===== src/rtl/dcts_pkg.sv =====
package dcts_pkg;

    // sizes
    localparam int TASKS       = 64;
    localparam int EXTRA_SLOTS = 8;
    localparam int TIDX_W      = (TASKS > 1) ? $clog2(TASKS) : 1;
    localparam int SLOT_W      = (EXTRA_SLOTS > 1) ? $clog2(EXTRA_SLOTS) : 1;
    localparam int WIDX_W      = $clog2(TASKS + 1);
    localparam int READY_W     = 7;
    localparam logic [READY_W-1:0] READY_MAX = 7'd127;

    // action codes
    localparam logic [3:0] ACT_LOAD_TASK = 4'd0;
    localparam logic [3:0] ACT_LOAD_EDGE = 4'd1;
    localparam logic [3:0] ACT_FINALIZE  = 4'd2;
    localparam logic [3:0] ACT_ADD_EXTRA = 4'd3;
    localparam logic [3:0] ACT_INST      = 4'd4;
    localparam logic [3:0] ACT_INST_PEND = 4'd5;
    localparam logic [3:0] ACT_TASK_DONE = 4'd6;
    localparam logic [3:0] ACT_RECEIVE   = 4'd7;
    localparam logic [3:0] ACT_NOTIFY    = 4'd8;

    // result kinds
    localparam logic [1:0] KIND_ACK   = 2'd0;
    localparam logic [1:0] KIND_READY = 2'd1;
    localparam logic [1:0] KIND_DEFER = 2'd2;
    localparam logic [1:0] KIND_ERR   = 2'd3;

    typedef struct packed {
        logic [3:0]  action;
        logic [5:0]  task_req;
        logic [5:0]  successor;
        logic [5:0]  dep_count;
        logic        is_compute;
        logic [31:0] ext_job_id;
        logic        rewind;
        logic        stat_mark;
    } t_cmd;

    typedef struct packed {
        logic [1:0] kind;
        logic [5:0] ready_task;
        logic       last;
        logic       round_complete;
    } t_res;

    // follow-up work after the decode cycle
    typedef enum logic [1:0] {
        PLAN_FIN   = 2'd0,
        PLAN_READ  = 2'd1,
        PLAN_TDONE = 2'd2,
        PLAN_WALK  = 2'd3
    } t_plan;

    typedef struct packed {
        logic latch;
        logic exec;
        logic read_proc;
        logic walk;
        logic flush;
    } t_dp_cmd;

    typedef struct packed {
        t_plan plan;
        logic  walk_done;
    } t_dp_stat;

endpackage


===== src/rtl/dcts_ctrl.sv =====
module dcts_ctrl (
    input  logic                i_clk,
    input  logic                i_rst_n,
    input  logic                i_start,
    input  dcts_pkg::t_dp_stat  i_stat,
    output dcts_pkg::t_dp_cmd   o_cmd,
    output logic                o_busy
);

    typedef enum logic [4:0] {
        S_IDLE  = 5'b00001,
        S_EXEC  = 5'b00010,
        S_READ  = 5'b00100,
        S_WALK  = 5'b01000,
        S_FLUSH = 5'b10000
    } t_state;

    t_state          r_state, n_state;
    dcts_pkg::t_plan r_plan, n_plan;

    // next state and commands
    always_comb begin
        n_state = r_state;
        n_plan  = r_plan;
        o_cmd   = '0;
        unique case (r_state)
            S_IDLE: begin
                if (i_start) begin
                    o_cmd.latch = 1'b1;
                    n_state     = S_EXEC;
                end
            end
            S_EXEC: begin
                o_cmd.exec = 1'b1;
                n_plan     = i_stat.plan;
                case (i_stat.plan)
                    dcts_pkg::PLAN_FIN:   n_state = S_FLUSH;
                    dcts_pkg::PLAN_WALK:  n_state = S_WALK;
                    default:              n_state = S_READ;
                endcase
            end
            S_READ: begin
                o_cmd.read_proc = 1'b1;
                n_state = (r_plan == dcts_pkg::PLAN_TDONE) ? S_WALK : S_FLUSH;
            end
            S_WALK: begin
                o_cmd.walk = 1'b1;
                if (i_stat.walk_done) begin
                    n_state = S_FLUSH;
                end
            end
            S_FLUSH: begin
                o_cmd.flush = 1'b1;
                n_state     = S_IDLE;
            end
            default: n_state = S_IDLE;
        endcase
    end

    // state register
    always_ff @(posedge i_clk) begin
        if (!i_rst_n) begin
            r_state <= S_IDLE;
            r_plan  <= dcts_pkg::PLAN_FIN;
        end else begin
            r_state <= n_state;
            r_plan  <= n_plan;
        end
    end

    assign o_busy = (r_state != S_IDLE);

endmodule


===== config.mk =====
export PLATFORM = sky130hd
export DESIGN_NAME = dcts_ctrl
export DESIGN_NICKNAME = d
export VERILOG_FILES = /design/src/rtl/dcts_pkg.sv /design/src/rtl/dcts_ctrl.sv
export SDC_FILE = /design/constraint.sdc
export NUM_CORES = 1
export LEC_CHECK = 0
export BUFFER_PORTS_ARGS = -buffer_cell sky130_fd_sc_hd__buf_2
export CAP_MARGIN = 10
export CORE_AREA = 2 2 39 41
export CTS_CLUSTER_SIZE = 24
export DETAILED_ROUTE_END_ITERATION = 7
export DIE_AREA = 0 0 41 43
export PLACE_DENSITY = 0.58
export SYNTH_ARGS = -nofsm -noshare
export SYNTH_HDL_FRONTEND = slang
export SYNTH_SLANG_ARGS = --single-unit

===== constraint.sdc =====
create_clock -name i_clk -period 3 [get_ports i_clk]
set_input_delay 0 -clock i_clk [delete_from_list [all_inputs] [get_ports i_clk]]
set_output_delay 0 -clock i_clk [all_outputs]
set_load 0.005 [all_outputs]

==> flow_metrics.py <==
metrics = {
    "drt": {
        "wl_met3_microns": 70,
        "drc": 0,
        "vias": 343,
        "firstDrtPassIters": 2,
        "routed_wl_microns": 810,
        "vias_per_cell": 4.83,
        "drt-initial-drc-count": 9,
        "drtAntennaViolNets": 0,
        "dr_wl_met2_microns": 322,
        "post_drt_wl_per_cell_microns": 11.4,
        "top_layer": "met4",
        "drt-met1-wl_microns": 404,
    },
    "critical_path": {
        "crit_path_start_kind": "register",
        "end_kind": "output pin",
        "cp_max_fo": 5,
        "worstPathCellList": "or3_4 > nor2_2 > buf_2",
        "cpPeakStageDelay_ns": 0.43,
        "crit_path_top_delay_cell": "or3_4",
        "crit_required_ns": 3.00,
        "arrival_ns": 1.32,
        "critical_path_class": "register to output pin",
        "r2r_slack_ns": 1.79,
    },
    "finish": {
        "area_growth_pct": 21.4,
        "seqCellArea_sq_um": 140,
        "multi_input_area_sq_um": 262,
        "n_antenna_cell": 0,
        "n_fill_cell": 147,
        "final_layout_size_suffix_gt1_share_pct": 43.6,
        "nets": 64,
        "final_common_cell": "buf_2",
        "final_cell_mix": "11 x buf_2, 7 x dfxtp_1, 3 x nor2_1, 3 x and3_1, 3 x clkbuf_4",
    },
    "power": {
        "leakage_uw": 0.000233,
        "irDropWorstVdd_mv": 0.203,
        "power_density_mw_per_mm2": 422,
    },
    "global_routing": {
        "grt_max_degree": 8,
        "grt_pass1_vias": 323,
        "grt_pass1_wl_microns": 1310,
        "grt_use_total_pct": 11.3,
        "antenna_found_initial": 0,
        "grt.overflow.total": 0,
    },
    "timing": {
        "slew_viol_final": 0,
        "max_freq_mhz": 755,
        "min_period_over_period_pct": 44.2,
        "finalClockSkew_ns": 0.00285,
        "tightestPinTransition_ns": 0.270,
        "hold_violations": 0,
        "setup_violations": 0,
        "min_period_ns": 1.32,
        "grt_setup_unrepaired": "false",
        "hold_slack_ns": 0.0423,
        "finalSetupTns_ns": 0,
        "slew_headroom_pct": 82.0,
    },
    "synthesis": {
        "syn_nets": 49,
        "synth_xor_area_share_pct": 0,
        "synth_fa_ha_area_share_pct": 5.95,
        "ys_warn_count": 0,
        "yosysSeqAreaShare_pct": 33.3,
        "muxShareOfSynthArea_pct": 4.76,
        "netlist_instances": 41,
        "synth_compound_area_share_pct": 11.6,
        "synthSimpleGateAreaFrac_pct": 39.9,
        "synth_top_family_by_area": "simple AND/OR/NAND/NOR gates",
        "synth_area_per_cell_sq_um": 10.3,
        "synthesis.area_sq_um": 420,
        "synth.distinct_cells": 24,
        "synth.ff_latch_count": 7,
    },
    "place": {
        "dp_hpwl_microns": 615,
        "io_buffers": 11,
        "gp_congestion": 0.713,
    },
    "clock_tree": {
        "cts_tree": "built",
        "cts_sinks": 7,
        "clk_root_buffer_cell": "clkbuf_4",
        "cts-htree-levels": 1,
        "postCtsSetupBuffers": 0,
        "path_clk_slew_ns": 0.05,
        "cts_resized": 0,
        "cts_hold_buffers": 0,
        "clockBufferDepth": 2,
        "numCtsBuffers": 3,
        "insertion_delay_ns": 0.26,
    },
    "floorplan": {
        "core.rowCount": 14,
        "die_h_microns": 43,
        "die-area_sq_mm": 0.00176,
        "core_sq_mm": 0.00138,
        "start_util_pct": 30.4,
        "die_x_microns": 41,
        "pin_count": 12,
    },
    "status": {
        "status": "completed",
    },
    "job": {
        "max_cap_viol_count": 0,
    },
    "worst_hold_path": {
        "hold_class": "primary input to register",
    },
}
==> where the power goes <==
| part | switching, uW | internal (uW) |
|---|---|---|
| logic | 13.4 | 14.9 |
| registers | 2.75 | 95.8 |
| clock network | 37.6 | 50.9 |
==> Yosys cell counts, drive strengths merged <==
cell	instances	area [sq um]
a22oi	1	12.5
nand2b	2	12.5
nor2b	3	21.3
and2b	1	7.51
and4b	1	11.3
nor2	4	17.5
mux2i	2	20.0
ha	2	25.0
and2	1	6.26
dfxtp	7	140
buf	1	11.3
inv	2	7.51
o21a	1	7.51
nand3b	2	15.0
o21ai	1	5.00
or3	1	11.3
and3	3	18.8
nor3	3	36.3
a221oi	1	15.0
a2bb2oi	1	8.76
and3b	1	10.0
==> final cells by class <==
class                      instances  area share (%)
tap                               16            3.92
timing repair buffer              11            10.8
multi-input combinational         31            51.2
sequential                         7            27.5
inverter                           2            1.47
clock buffer                       4            5.15
==> critical path: cells and delay by family (launching register included) <==
kind / cells / cell delay, ns
simple gates: 2 / 0.59
buf+inv: 1 / 0.14
flops: 1 / 0.34
==> worst paths after layout <==
path	from	end	cells past startpoint
hold / removal	i_stat[1]	r_plan[0]	3
setup reg to reg	r_state[0]	r_state[3]	4
hold reg to reg	r_plan[0]	r_plan[0]	2
setup / recovery	r_state[0]	o_cmd[2]	3
==> state kept, by name, summed over array words and instances (netlist names) <==
signal   count
r_plan       2
r_state      5
==> per-layer routing <==
metal  global-route usage, %  vias to the layer above
li1                        -                      173
met1                    14.6                      154
met2                    15.0                       14
met3                    3.66                        2
met4                    8.00                        0
met5                       0                        -
==> kinds of logic after synthesis <==
family          after synthesis
buf+inv                       3
fa+ha+maj                     2
compound gates                5
simple gates                 22
flops                         7
mux                           2
==> through the flow <==
stage	setup WS, ns	util [%]	total power [uW]	instances	area (sq um)
3_3_place_gp	1.80	35.0	129	67	484
2_1_floorplan	1.85	-	118	41	420
5_1_grt	1.64	36.9	224	71	510
3_5_place_dp	1.80	35.0	129	67	484
6_report	1.68	36.9	215	71	510
4_1_cts	1.67	36.9	217	71	510
(Power assumes the default switching activity.)
